**src/hdl/rbm_pkg.sv**
```systemverilog
// Shared widths, codes and helpers for the relative body motion pipeline.
package rbm_pkg;

    localparam int POS_WIDTH_DEF = 32;
    localparam int QW            = 16;   // quaternion lane, Q1.14
    localparam int VW            = 21;   // velocity and rate lane
    localparam int MW            = 34;   // rotation matrix entry
    localparam int M_FRAC        = 28;

    localparam int POS_SH   = 28;
    localparam int CROSS_SH = 13;
    localparam int U1_SH    = 23;
    localparam int B_SH     = 28;
    localparam int VEL_SH   = 38;
    localparam int E_SH     = 15;
    localparam int RATE_SH  = 41;
    localparam int QUAT_SH  = 14;

    // row-major 3x3, entry [3*row + col]
    typedef logic [8:0][MW-1:0] mat_t;

    // quaternion product q2 * conj(q1): term t of lane k is +/- q2[QA] * c[QB]
    localparam int QA [4][4] = '{'{0, 1, 2, 3}, '{0, 1, 2, 3}, '{0, 2, 3, 1}, '{0, 3, 1, 2}};
    localparam int QB [4][4] = '{'{0, 1, 2, 3}, '{1, 0, 3, 2}, '{2, 0, 1, 3}, '{3, 0, 2, 1}};
    localparam bit QN [4][4] = '{'{0, 1, 1, 1}, '{0, 0, 0, 1}, '{0, 0, 0, 1}, '{0, 0, 0, 1}};

    // lane k of a packed triple, first lane in the top bits
    function automatic logic signed [VW-1:0] lane3(input logic [3*VW-1:0] v, input int k);
        return v[(2-k)*VW +: VW];
    endfunction

endpackage

```
**src/hdl/rbm_mul.sv**
```systemverilog
// Two-stage signed multiplier, second operand split into two partial products.
module rbm_mul
    import rbm_pkg::*;
#(
    parameter int AW = 16,
    parameter int BW = 16
) (
    input  logic                    clk,
    input  logic                    en,
    input  logic signed [AW-1:0]    a,
    input  logic signed [BW-1:0]    b,
    output logic signed [AW+BW-1:0] p
);

    localparam int LO = (BW + 1) / 2;
    localparam int HI = BW - LO;

    logic signed [AW+LO:0]     lo_reg;
    logic signed [AW+HI-1:0]   hi_reg;
    logic signed [AW+BW-1:0]   p_reg;
    logic signed [AW+BW-1:0]   p_next;

    assign p_next = ((AW+BW)'(hi_reg) <<< LO) + (AW+BW)'(lo_reg);

    always_ff @(posedge clk)
    begin
        if (en)
        begin
            lo_reg <= a * $signed({1'b0, b[LO-1:0]});
            hi_reg <= a * $signed(b[BW-1:LO]);
            p_reg  <= p_next;
        end
    end

    assign p = p_reg;

endmodule

```
**config.mk**
```make
export PLATFORM = sky130hd
export DESIGN_NAME = rbm_mul
export DESIGN_NICKNAME = d
export VERILOG_FILES = /design/src/hdl/rbm_pkg.sv /design/src/hdl/rbm_mul.sv
export SDC_FILE = /design/constraint.sdc
export NUM_CORES = 1
export LEC_CHECK = 0
export BUFFER_PORTS_ARGS = -buffer_cell sky130_fd_sc_hd__buf_4
export CORE_MARGIN = 2
export CORE_UTILIZATION = 50
export DETAILED_ROUTE_END_ITERATION = 10
export PLACE_DENSITY = 0.67
export SYNTH_ARGS = -nofsm -noshare
export SYNTH_HDL_FRONTEND = slang
export SYNTH_SLANG_ARGS = --single-unit
```
**constraint.sdc**
```tcl
create_clock -name clk -period 5.9 [get_ports clk]
set_input_delay 0.295 -clock clk [delete_from_list [all_inputs] [get_ports clk]]
set_output_delay 0.295 -clock clk [all_outputs]
set_load 0.05 [all_outputs]
```
Word-level counts from Yosys, hierarchy flattened

Cells that the tools add are included.

Register bits after elaboration: 81
Input port bits: 34
Logic and storage cells: 6

$add $sub $neg: 1
Multiply operators: 2

Operator list:

| kind                        | count |
|---|---|
| adder 32 x 25 -> 32 bit     | 1 |
| multiplier 16 x 9 -> 25 bit | 1 |
| multiplier 16 x 8 -> 24 bit | 1 |

Depth between registers and ports, before layout

Depth after elaboration: 1
Gate-level depth with buffers: 19
Gate-level depth less buffers: 18

Worst setup path before layout

No wires, ideal clock.

Path type: input to register
From: in b[0]
To: reg lo_reg[22] (data pin)
Arrival: 4.323 ns
Path slack: 1.319 ns
Stages on the path: 17
Cells stage by stage: clkbuf_1 nand2_1 fa_1 inv_1 fa_1 fa_1 inv_1 fa_1 inv_1 ha_1 o21a_1 o21ai_1 a211o_1 a21oi_1 a311o_1 a21oi_1 xnor2_1

Word-level cells in the longest chain between the ends: 1

RTL lines:

| what                        | RTL line      | RTL |
|---|---|---|
| from (decl)                 | rbm_mul.sv:11 | `input logic signed [BW-1:0] b,` |
| multiplier 16 x 9 -> 25 bit | rbm_mul.sv:29 | `lo_reg <= a * $signed({1'b0, b[LO-1:0]});` |
| to (signal assigned)        | rbm_mul.sv:29 |  |
| to (decl)                   | rbm_mul.sv:18 | `logic signed [AW+LO:0] lo_reg;` |

No other way between the ends.
A chain may end at the register's enable or synchronous reset.

Worst setup path after layout

Ends and elaborated chain as after synthesis.

==> impl_metrics.yaml <==
status:
  run_status: "finished clean"
logic_synthesis:
  synth_edf_count: 81
  mappedNetlistArea_um2: 12940
  ys_ff_latch: 81
  yosys_most_used_dff: "edfxtp_1"
  syn_inst: 1338
  yosys.cell_types.count: 66
  synthArstFlopShare: 0
  synth_area_leader_cell: "fa_1"
  synth.area.top_cells: "fa_1, edfxtp_1, ha_1"
  yosysWarningCount: 0
  synth_nets: 1696
  ys_seq_area_frac: 0.1880
  syn-mean-instance-area_um2: 9.668
  synth_top_area_share: 0.3188
routing:
  vias_per_cell: 5.224
  postRouteAntennaNets: 0
  vias: 8948
  wirelength_mm: 26.25
  drt-initial-drc-count: 430
  wire_per_inst_um: 15.33
  first_pass_iters: 6
  drt_drc_violations_left: 0
worst_setup_path:
  worstPathMaxFanout: 16
  crit_path_end_kind: "flop"
  critical_path.max_stage_delay_ns: 0.55
  crit_chain: "buf_4 > nand2_1 > fa_1 > inv_1 > fa_1 > inv_1 > fa_1 > fa_1 > inv_1 > ha_1 > o21ai_0 > o21bai_2 > a211o_1 > a21oi_1 > a311o_1 > a21oi_1 > xnor2_1"
  crit_type: "input port to flop"
  crit_top_cell: "fa_1"
  worst-path-buf-inv: 4
  cp_top_family: "adder cells"
  slowest_stage: "fa_1"
  crit_arrival_ns: 4.68
  critPathLaunchType: "input port"
  crit_required_ns: 5.99
global_route:
  grt_max_degree: 82
  antenna_found_initial: 0
  grt_pass1_wl_mm: 45.60
  grt_pass1_vias: 9480
  grt_util_all_layers: 0.2124
  gr-total-overflow: 0
finish:
  n_fill_cell: 2265
  final_area_um2: 14020
  drive_gt1_frac: 0.07158
  largest_reg_flops: 32
  areaGrowthSynthToFinish_pct: 8.385
  diodes: 0
  nNetsFinal: 1736
  regArea_um2: 2432
  multi_input_area_um2: 9239
clock_tree:
  post_cts.repair.setup_buffers: 0
  clockRootBuffer: "clkbuf_16"
  ctsResizeCount: 0
  tritoncts: "built"
  clk_latency_ns: 0.34
  clockBufferDepth: 2
  hold_buffers: 0
  htree_levels: 3
  clk_pin_slew_ns: 0.07
  clkSinkCount: 81
  numCtsBuffers: 9
sta:
  period_minus_slack_ns: 4.595
  tightest_slew_ns: 1.045
  period_share: 0.7788
  skew_ns: 0.01004
  drv_slew: 0
  max_slew_margin: 0.3034
  setup_tns_ns: 0
  holdWs_ns: 0.3836
  setup_viol: 0
  hold_viol_final: 0
  rsz0062_at_grt: "false"
  max_freq_mhz: 217.6
min_path:
  hold_path.class: "input port to flop"
placed_design:
  gp_congestion: 0.8688
  port_buffers: 65
  hpwlAfterDp_mm: 21.42
  place_area_um2: 13700
floorplanning:
  num_rows: 58
  initial_core_util: 0.5108
  io_pins: 66
  die-area_um2: 27180
  die_w_um: 164.9
  core-area_um2: 25330
  die_y_um: 164.9
power:
  power_leakage_nw: 6.806
  power.total_mw: 7.529
  p_per_area_nw_per_um2: 537.0
  internal_power_mw: 3.889
  switchingPower_mw: 3.641
  swShare: 0.4836
  comb_power_share: 0.746
  p_clk_frac: 0.080
  p_seq_frac: 0.174
  peakVddDrop_v: 0.0003254
flow_run:
  cap_violations: 0
[placed cells by master (no fill, tap or decap), drive strengths merged, types with 3 or more instances in the layout]
| master | netlist | routed |
|---|---|---|
| a21oi | 49 | 49 |
| a31oi | 4 | 4 |
| ha | 118 | 118 |
| nand3 | 8 | 8 |
| nand2b | 16 | 16 |
| a211oi | 6 | 6 |
| clkbuf | 36 | 9 |
| o211ai | 5 | 5 |
| xor2 | 15 | 15 |
| o311ai | 4 | 4 |
| nor3 | 14 | 14 |
| xnor2 | 46 | 46 |
| a211o | 4 | 4 |
| or2 | 5 | 5 |
| o21ai | 28 | 28 |
| o21bai | 10 | 10 |
| nor2b | 16 | 16 |
| nand2 | 112 | 112 |
| o21a | 3 | 3 |
| a21o | 19 | 19 |
| buf | 0 | 65 |
| clkinv | 0 | 3 |
| fa | 206 | 206 |
| edfxtp | 81 | 81 |
| and2 | 160 | 160 |
| inv | 301 | 302 |
| nor2 | 33 | 33 |
[synth_stat cells, types with 3 or more instances]
cell type,number
and2_1,160
nor3_1,14
a21oi_2,3
a21oi_1,46
o21ai_1,5
nand2_1,111
or2_1,3
a21o_1,19
o21ai_0,20
o21a_1,3
nand2b_1,16
nor2b_1,16
fa_1,206
xnor2_1,46
inv_1,301
a211oi_1,5
xor2_1,15
clkbuf_1,36
ha_1,118
nor2_1,33
a31oi_1,4
nand3_1,8
o21bai_1,9
a211o_1,4
o211ai_1,4
edfxtp_1,81
[cell type report]
class / instances / area share
Sequential cell: 81 / 0.1735
Clock buffer: 9 / 0.01606
Inverter: 301 / 0.08058
Clock inverter: 7 / 0.006693
Tap cell: 330 / 0.02945
Timing Repair Buffer: 65 / 0.03480
Multi-Input combinational cell: 920 / 0.6589
[per-layer routing]
metal  GRT usage  part of all wire  vias to the layer above
met2      0.3671              0.48                      175
met4     0.05692             0.019                        0
met5           0                 0                        -
met3     0.01733             0.030                       36
met1      0.2897              0.47                     4492
li1            -                 -                     4245
[per-stage QoR]
step / worst slack (ns) / utilization / std cells
after floorplan: 1.319 / - / 1338
after global placement: 1.047 / 0.5410 / 1697
after detailed placement: 0.9868 / 0.5410 / 1697
after CTS: 1.342 / 0.5536 / 1713
after global routing: 1.083 / 0.5536 / 1713
final: 1.305 / 0.5536 / 1713
[path summary, 6_finish.rpt]
path,slack (ns),start,to,cells past startpoint
hold / removal,0.38,a[0],hi_reg[0]$_DFFE_PP_,2
hold reg to reg,0.42,lo_reg[5]$_DFFE_PP_,p[5]$_DFFE_PP_,0
setup / recovery,1.31,b[0],lo_reg[22]$_DFFE_PP_,17
setup reg to reg,3.30,lo_reg[8]$_DFFE_PP_,p[30]$_DFFE_PP_,10
[cell families after synthesis]
kind of cell / after synthesis / share of synthesized area
buf+inv: 337 / 0.09778
flops: 81 / 0.1880
mux: 3 / 0.002418
fa+ha+maj: 324 / 0.4329
xor+xnor: 61 / 0.04130
compound gates: 149 / 0.07999
simple gates: 383 / 0.1576
[power groups by stage]
stage	Sequential (mW)	Clock, mW	Combinational (mW)
floorplan	1.63	0	4.02
global route	1.33	0.633	6.36
finish	1.31	0.603	5.62
CTS	1.31	0.613	5.64
detailed placement	1.32	0	5.60
global placement	1.31	0	5.51
Note: power is estimated with default switching activity, not from simulation.
