$ cat src/hdl/rbm_pkg.sv
// Shared widths, codes and helpers for the relative body motion pipeline.
package rbm_pkg;

    localparam int POS_WIDTH_DEF = 32;
    localparam int QW            = 16;   // quaternion lane, Q1.14
    localparam int VW            = 21;   // velocity and rate lane
    localparam int MW            = 34;   // rotation matrix entry
    localparam int M_FRAC        = 28;

    localparam int POS_SH   = 28;
    localparam int CROSS_SH = 13;
    localparam int U1_SH    = 23;
    localparam int B_SH     = 28;
    localparam int VEL_SH   = 38;
    localparam int E_SH     = 15;
    localparam int RATE_SH  = 41;
    localparam int QUAT_SH  = 14;

    // row-major 3x3, entry [3*row + col]
    typedef logic [8:0][MW-1:0] mat_t;

    // quaternion product q2 * conj(q1): term t of lane k is +/- q2[QA] * c[QB]
    localparam int QA [4][4] = '{'{0, 1, 2, 3}, '{0, 1, 2, 3}, '{0, 2, 3, 1}, '{0, 3, 1, 2}};
    localparam int QB [4][4] = '{'{0, 1, 2, 3}, '{1, 0, 3, 2}, '{2, 0, 1, 3}, '{3, 0, 2, 1}};
    localparam bit QN [4][4] = '{'{0, 1, 1, 1}, '{0, 0, 0, 1}, '{0, 0, 0, 1}, '{0, 0, 0, 1}};

    // lane k of a packed triple, first lane in the top bits
    function automatic logic signed [VW-1:0] lane3(input logic [3*VW-1:0] v, input int k);
        return v[(2-k)*VW +: VW];
    endfunction

endpackage

$ cat src/hdl/rbm_sum.sv
// Registered adder of N terms with round half up and signed saturation.
module rbm_sum
    import rbm_pkg::*;
#(
    parameter int N  = 3,
    parameter int IW = 64,
    parameter int SH = 28,
    parameter int OW = 32
) (
    input  logic                 clk,
    input  logic                 en,
    input  logic signed [IW-1:0] terms [N],
    output logic signed [OW-1:0] res,
    output logic                 clip
);

    localparam int SW = IW + $clog2(N) + 1;

    logic signed [SW-1:0] acc;
    logic signed [SW-1:0] shr;
    logic signed [SW-1:0] hi_lim;
    logic signed [SW-1:0] lo_lim;
    logic signed [OW-1:0] res_next;
    logic signed [OW-1:0] res_reg;
    logic                 clip_next;
    logic                 clip_reg;

    always_comb
    begin
        acc = SW'(1) <<< (SH - 1);
        for (int k = 0; k < N; k++)
        begin
            acc = acc + SW'(terms[k]);
        end
        shr    = acc >>> SH;
        hi_lim = (SW'(1) <<< (OW - 1)) - SW'(1);
        lo_lim = ~hi_lim;
        if (shr > hi_lim)
        begin
            res_next  = OW'(hi_lim);
            clip_next = 1'b1;
        end
        else if (shr < lo_lim)
        begin
            res_next  = OW'(lo_lim);
            clip_next = 1'b1;
        end
        else
        begin
            res_next  = OW'(shr);
            clip_next = 1'b0;
        end
    end

    always_ff @(posedge clk)
    begin
        if (en)
        begin
            res_reg  <= res_next;
            clip_reg <= clip_next;
        end
    end

    assign res  = res_reg;
    assign clip = clip_reg;

endmodule

$ cat config.mk
export PLATFORM = sky130hd
export DESIGN_NAME = rbm_sum
export DESIGN_NICKNAME = d
export VERILOG_FILES = /design/src/hdl/rbm_pkg.sv /design/src/hdl/rbm_sum.sv
export SDC_FILE = /design/constraint.sdc
export NUM_CORES = 1
export LEC_CHECK = 0
export BUFFER_PORTS_ARGS = -buffer_cell sky130_fd_sc_hd__buf_2
export CAP_MARGIN = 25
export CORE_UTILIZATION = 55
export CTS_BUF_LIST = sky130_fd_sc_hd__clkbuf_4
export DETAILED_ROUTE_END_ITERATION = 8
export PLACE_DENSITY = 0.81
export SETUP_SLACK_MARGIN = 0.05
export SYNTH_ARGS = -nofsm -noshare
export SYNTH_HDL_FRONTEND = slang
export SYNTH_SLANG_ARGS = --single-unit
$ cat constraint.sdc
create_clock -name clk -period 9.5 [get_ports clk]
set_input_delay 0.95 -clock clk [delete_from_list [all_inputs] [get_ports clk]]
set_output_delay 0.95 -clock clk [all_outputs]
set_load 0.05 [all_outputs]
Word-level counts from Yosys, hierarchy flattened

Cells that the tools add are included.

Register bits: 33
Bits in writable memories: 0
Memory bits (read-only): 0
Bits in latches: 0
Memories: 0
Output and inout port bits: 33
Logic and storage cells: 9

Shift-type cells: 0
Multiplexer cells: 2
Bitwise operators: 0
Add/subtract/negate cells: 3
Multiply operators: 0
Magnitude comparators: 2
Divide/modulo/power cells: 0
Reductions and logical operators: 0
Equal/unequal tests: 0

Operators with widths:

| operator                 | count |
|---|---|
| $add A66 B64 Y67         | 1 |
| $add A65 B64 Y66         | 1 |
| $add A29 B64 Y65 const A | 1 |
| $gt A39 B32 Y1 const B   | 1 |
| $lt A39 B32 Y1 const B   | 1 |
| $mux W32                 | 1 |
| $mux W1                  | 1 |

Logic depth before layout (Yosys ltp)

Gate-level depths: netlist of the first run.

Word-level depth: 5
Depth in mapped cells: 17
Depth with buffers taken out: 15

Least setup slack after synthesis of the first run

OpenSTA, ideal clock, no wires.

Kind: in2reg
From: input terms[39] (netlist bit)
To: register res_reg[23], in the netlist res[23], data pin
Data required time: 9.238 ns
Setup time: 0.262 ns
Arrival time: 4.408 ns
Stages: 15
Setup slack: 4.830 ns
Cells stage by stage: inv_1 fa_1 inv_1 ha_1 ha_1 buf_2 nand2_1 or3_1 or4_1 o21ai_2 a21o_2 a211oi_1 o41ai_4 buf_6 o31ai_1

Cells in the longest elaborated chain, start to end: 3

RTL lines:

| item                 | line          | RTL |
|---|---|---|
| start, declared      | rbm_sum.sv:12 | `input logic signed [IW-1:0] terms [N],` |
| $add A66 B64 Y67 *   | rbm_sum.sv:33 | `acc = acc + SW'(terms[k]);` |
| $lt A39 B32 Y1       | rbm_sum.sv:43 | `else if (shr < lo_lim)` |
| $mux W32             | rbm_sum.sv:43 |  |
| end signal, assigned | rbm_sum.sv:59 | `res_reg <= res_next;` |
| end, declared        | rbm_sum.sv:24 | `logic signed [OW-1:0] res_reg;` |

Mark *: on every way between the ends. The rest lies on a longest branch, timed or not.
A chain may end at the register's enable or synchronous reset.

Final worst setup path of the first run

From: input terms[21] (netlist bit)
To: register res_reg[17], in the netlist res[17], data pin

Same word-level chain as after synthesis.

==> impl_metrics.yaml, run 1 <==
floorplan:
  die_x_um: 123
  die_y_um: 123
  core_mm2: 0.0141
  io_pins: 227
  initial_core_util: 0.571
  die_area_mm2: 0.0151
  num_rows: 43
global_route:
  grt_max_degree: 34
  first_global_vias: 7264
  gr-total-overflow: 0
  grt_pass1_wl_mm: 33.7
  track_usage: 0.283
  antenna_found_initial: 0
clock_tree:
  cts-resized-gates: 0
  cts_hold_buffers: 0
  clk_path_buf_depth: 2
  cts_tree: "built"
  htreeDepth: 2
  clock_sinks: 33
  clk_pin_slew_ps: 90
  post-cts-setup-buffers: 0
  root_buffer: "clkbuf_4"
  cts_buffers: 5
power:
  combPwrFrac: 0.789
  pwr-share-clk: 0.061
  switching_share: 0.560
  power_density_mw_per_mm2: 177
  p_leak_nw: 5.18
  power.switching_uw: 929
  max-vdd-ir-drop_mv: 0.110
  intPower_uw: 731
  finalPower_mw: 1.66
  p_seq_frac: 0.150
routing:
  totalWireLength_mm: 20.8
  viasPerCell: 5.46
  wire_per_inst_um: 14.6
  drc_errors: 0
  num_vias: 7758
  drt_first_iter_violations: 584
  drtPass1Iterations: 5
  antenna_left: 0
sta:
  period_share: 0.531
  slew_headroom: 0.472
  worstMarginPinSlew_ps: 772
  hold_viol: 0
  period_needed_ps: 5040
  rsz0062_at_grt: "no"
  clock.fmax_mhz: 198
  finalSetupTns_ps: 0
  report.final.slew_viol_count: 0
  setup_viol: 0
logic_synthesis:
  synth_cell_types: 71
  ys_warn_count: 0
  async_flop_share: 0
  synth_flop_cell: "edfxtp_1"
  synth_edf_count: 33
  synthCells: 1028
  syn_avg_cell_area_um2: 7.83
  ys_seq_area_frac: 0.123
  synth-seq-cells: 33
  synth_nets: 1412
  syn_area_mm2: 0.00805
critical_path:
  crit_fanout: 32
  cp.arrival_ps: 5090
  critPathKind: "input port to flop"
  cp-start-kind: "input port"
  required_ps: 9550
  end_kind: "flop"
placed_design:
  portBuffers: 226
  dp_hpwl_mm: 18.6
  gp_congestion: 0.987
status:
  status: "finished clean"
finish:
  largest_reg_flops: 32
  syn_to_final_growth_pct: 16.5
  n_antenna_cell: 0
  drive_above_1_share: 0.206
  layout.nets: 1624
job:
  cap_violations: 0
hold_path:
  hold_path_class: "input port to flop"
path summary, 6_finish.rpt:
path,start,endpoint,slack (ps),cells past startpoint
setup / recovery,terms[21],res[17],4460,17
hold / removal,en,res[24],1210,1
critical path, cell delays in order:
cell and delay (ps):
buf_2 70, inv_1 40, fa_1 540, inv_1 40, ha_1 280, ha_1 400
nand4_1 170, nor4_1 400, o2111ai_1 320, nand4b_1 270, nand3_1 180, nand4_1 130
nor3b_4 300, nand4_2 160, o41ai_4 300, buf_4 330, o21ai_0 160
per-stage QoR:
| stage | utilization | instance area (um2) | hold slack, ps | worst slack, ps | instances |
|---|---|---|---|---|---|
| after floorplan | - | 8050 | 1060 | 4830 | 1028 |
| after global placement | 0.660 | 9300 | 1490 | 4240 | 1413 |
| after detailed placement | 0.660 | 9300 | 1490 | 4180 | 1413 |
| after CTS | 0.665 | 9380 | 1190 | 4530 | 1421 |
| after global routing | 0.665 | 9380 | 1230 | 4120 | 1421 |
| final | 0.665 | 9380 | 1210 | 4460 | 1421 |
power groups by stage:
stage          registers (mW)  clock network, mW  logic, mW
2_1_floorplan           0.418                  0      0.793
3_3_place_gp            0.250                  0       1.28
3_5_place_dp            0.252                  0       1.28
4_1_cts                 0.249              0.104       1.29
5_1_grt                 0.252              0.111       1.44
6_report                0.248              0.101       1.31
logic make-up after synthesis:
group                      Yosys count  synth area share
AOI/OAI and AO/OA                  266             0.210
adders and majority gates          190             0.354
xor gates and xnor gates            33            0.0359
muxes                                1           0.00140
and+or+nand+nor                    220             0.138
buffers and inverters              285             0.137
DFF                                 33             0.123
layout by cell type, fill, tap and decap left out, types with 13 or more instances in the layout:
master    instances
xor2_1           13
buf_2           226
nor2_1           44
ha_1            127
a21oi_1          86
o21ai_0          65
nand2_1          75
fa_1             63
nor3_1           18
nand3_1          15
inv_1           262
xnor2_1          20
nand4_1          27
edfxtp_1         33
a21o_1           18
final cells by class:
| type | instances | area (um2) |
|---|---|---|
| multi-input combinational | 710 | 5950 |
| fill | 1265 | 4720 |
| timing repair buffer | 228 | 1150 |
| sequential | 33 | 991 |
| inverter | 262 | 983 |
| tap | 180 | 225 |
| clock buffer | 6 | 45.0 |
| clock inverter | 2 | 33.8 |
cells in the mapped netlist (all sizes together) (4+ instances only):
library cell	count	area [um2]
buf	8	58.8
nand3	15	75.1
a211oi	7	57.6
o21a	6	45.0
nand2	75	282
nand4	28	181
clkbuf	15	61.3
a21oi	87	439
nand2b	5	31.3
ha	127	1590
a21o	19	144
o21ai	82	433
a21boi	4	33.8
edfxtp	33	991
and2	4	25.0
and4	5	43.8
and3	4	25.0
xnor2	20	175
o31ai	6	45.0
a221oi	5	43.8
o21bai	9	67.6
nor3	18	90.1
fa	63	1260
a41oi	5	43.8
o41ai	5	70.1
a2111oi	5	50.0
nor2	44	165
a31oi	4	25.0
xor2	13	114
inv	262	983
per-layer routing:
metal / GRT usage / up-vias / wire length, um
met5: 0 / - / 0
met4: 0.0587 / 0 / 297
met3: 0.0323 / 19 / 1700
met2: 0.442 / 328 / 8850
met1: 0.419 / 3519 / 9960
li1: - / 3892 / -
Power figures use the tool's default switching activity.
==> run 2, diff against run 1 <==
==> constraint.sdc (replaced) <==
create_clock -name clk -period 4.8 [get_ports clk]
set_input_delay 0.48 -clock clk [delete_from_list [all_inputs] [get_ports clk]]
set_output_delay 0.48 -clock clk [all_outputs]
set_load 0.05 [all_outputs]
==> run 2 against run 1 <==
  * Critical path depth is 1 lower
  * Non-clock buffer count up 26
  * Global-route usage is 1.3 points higher
  * Worst setup slack got worse by 4100 ps
  * Sequential power is 98% higher
  * Highest routed layer unchanged
  * Combinational power grew 110%
  * Power rose by 110%
  * Routed wire length increased by 6.4%
  * First-iteration DRC count fell by 2.4%
==> impl_metrics.yaml, run 2 (synthesis gave the netlist of run 1 again) <==
routing:
  drc_errors: 0
  antenna_left: 0
  num_vias: 7941
  totalWireLength_mm: 22.1
  drtPass1Iterations: 5
  viasPerCell: 5.49
  drt_first_iter_violations: 570
  wire_per_inst_um: 15.3
clock_tree:
  cts_hold_buffers: 0
  root_buffer: "clkbuf_4"
  clk_path_buf_depth: 2
  cts_buffers: 5
  htreeDepth: 2
  post-cts-setup-buffers: 0
  clk_pin_slew_ps: 110
  clock_sinks: 33
  cts_tree: "built"
sta:
  period_share: 0.927
  period_needed_ps: 4450
  rsz0062_at_grt: "no"
  setup_viol: 0
  hold_viol: 0
  report.final.slew_viol_count: 0
  finalWorstSetupSlack_ps: 349
  slew_headroom: 0.384
  worstMarginPinSlew_ps: 901
  clock.fmax_mhz: 225
critical_path:
  crit_fanout: 31
  critPathKind: "input port to flop"
  required_ps: 4870
  cp-start-kind: "input port"
  cp.arrival_ps: 4520
  end_kind: "flop"
floorplan:
  die_x_um: 123
  io_pins: 227
  num_rows: 43
  initial_core_util: 0.571
  core_mm2: 0.0141
  die_area_mm2: 0.0151
  die_y_um: 123
placed_design:
  dp_hpwl_mm: 19.8
  pre_cts_ws_ps: -42.3
  gp_congestion: 0.948
  dpl.cell_count: 1439
  portBuffers: 226
  placed_area_mm2: 0.00952
global_route:
  grt_max_degree: 34
  track_usage: 0.296
  first_global_vias: 7467
  gr-total-overflow: 0
  grt_pass1_wl_mm: 35.0
  antenna_found_initial: 0
finish:
  largest_reg_flops: 32
  mostFrequentLayoutCell: "inv_1"
  layout.nets: 1650
  syn_to_final_growth_pct: 19.4
  fin_cells: 1447
  most-common-layout-cells: "262 x inv_1, 226 x buf_2, 127 x ha_1, 86 x a21oi_1, 75 x nand2_1"
  design_area_mm2: 0.00961
  n_antenna_cell: 0
  drive_above_1_share: 0.224
job:
  cap_violations: 0
power:
  power_density_mw_per_mm2: 356
  max-vdd-ir-drop_mv: 0.185
  p_leak_nw: 5.31
status:
  status: "finished clean"
hold_path:
  hold_path_class: "input port to flop"
run 2: repair_timing:
item | 4_1_cts | 5_1_grt
gates resized for setup | 0 | 2
endpoints found under the setup margin | 0 | 3
hold endpoints to repair | 0 | 0
run 2: per-stage QoR:
| stage | power (mW) | hold WS, ps | setup TNS, ps | utilization |
|---|---|---|---|---|
| floorplan | 2.40 | 592 | 0 | - |
| global placement | 3.14 | 1020 | -3.59 | 0.675 |
| detailed placement | 3.17 | 1020 | -44.5 | 0.675 |
| CTS | 3.39 | 744 | 0 | 0.681 |
| global route | 3.71 | 761 | 0 | 0.682 |
| finish | 3.42 | 749 | 0 | 0.682 |
run 2: final cells by class:
cell class | count | area (um2)
multi-input cells | 710 | 5960
clock buffers | 5 | 37.5
repair buffers | 254 | 1370
flip-flops and latches | 33 | 991
fillers | 1199 | 4490
clock inverters | 3 | 41.3
inverters | 262 | 983
well taps | 180 | 225
run 2: power breakdown:
group	internal (mW)	leakage (nW)	switching (mW)
Combinational	0.961	4.95	1.77
Sequential	0.459	0.325	0.0326
Clock	0.108	0.0389	0.0968
Total	1.53	5.31	1.90
run 2: final timing paths:
kind,endpoint,depth (start not counted),startpoint,slack (ps)
setup / recovery,res[13],16,terms[59],350
hold / removal,res[30],1,en,750
run 2: routing by layer:
layer / global-route usage / vias up / wire length [um]
met1: 0.436 / 3633 / 10700
li1: - / 3953 / -
met4: 0.0556 / 0 / 262
met3: 0.0175 / 22 / 1420
met2: 0.480 / 333 / 9750
met5: 0 / - / 0
run 2: critical path, stage by stage:
cell,delay [ps]
buf_2,120
fa_1,490
ha_1,310
ha_1,400
a21oi_1,280
o21bai_1,90
a21oi_1,350
nor2b_1,80
o21ai_0,160
nand2_1,60
a2111oi_0,820
a22oi_1,170
buf_4,220
a21oi_2,150
buf_12,200
o21ai_0,120
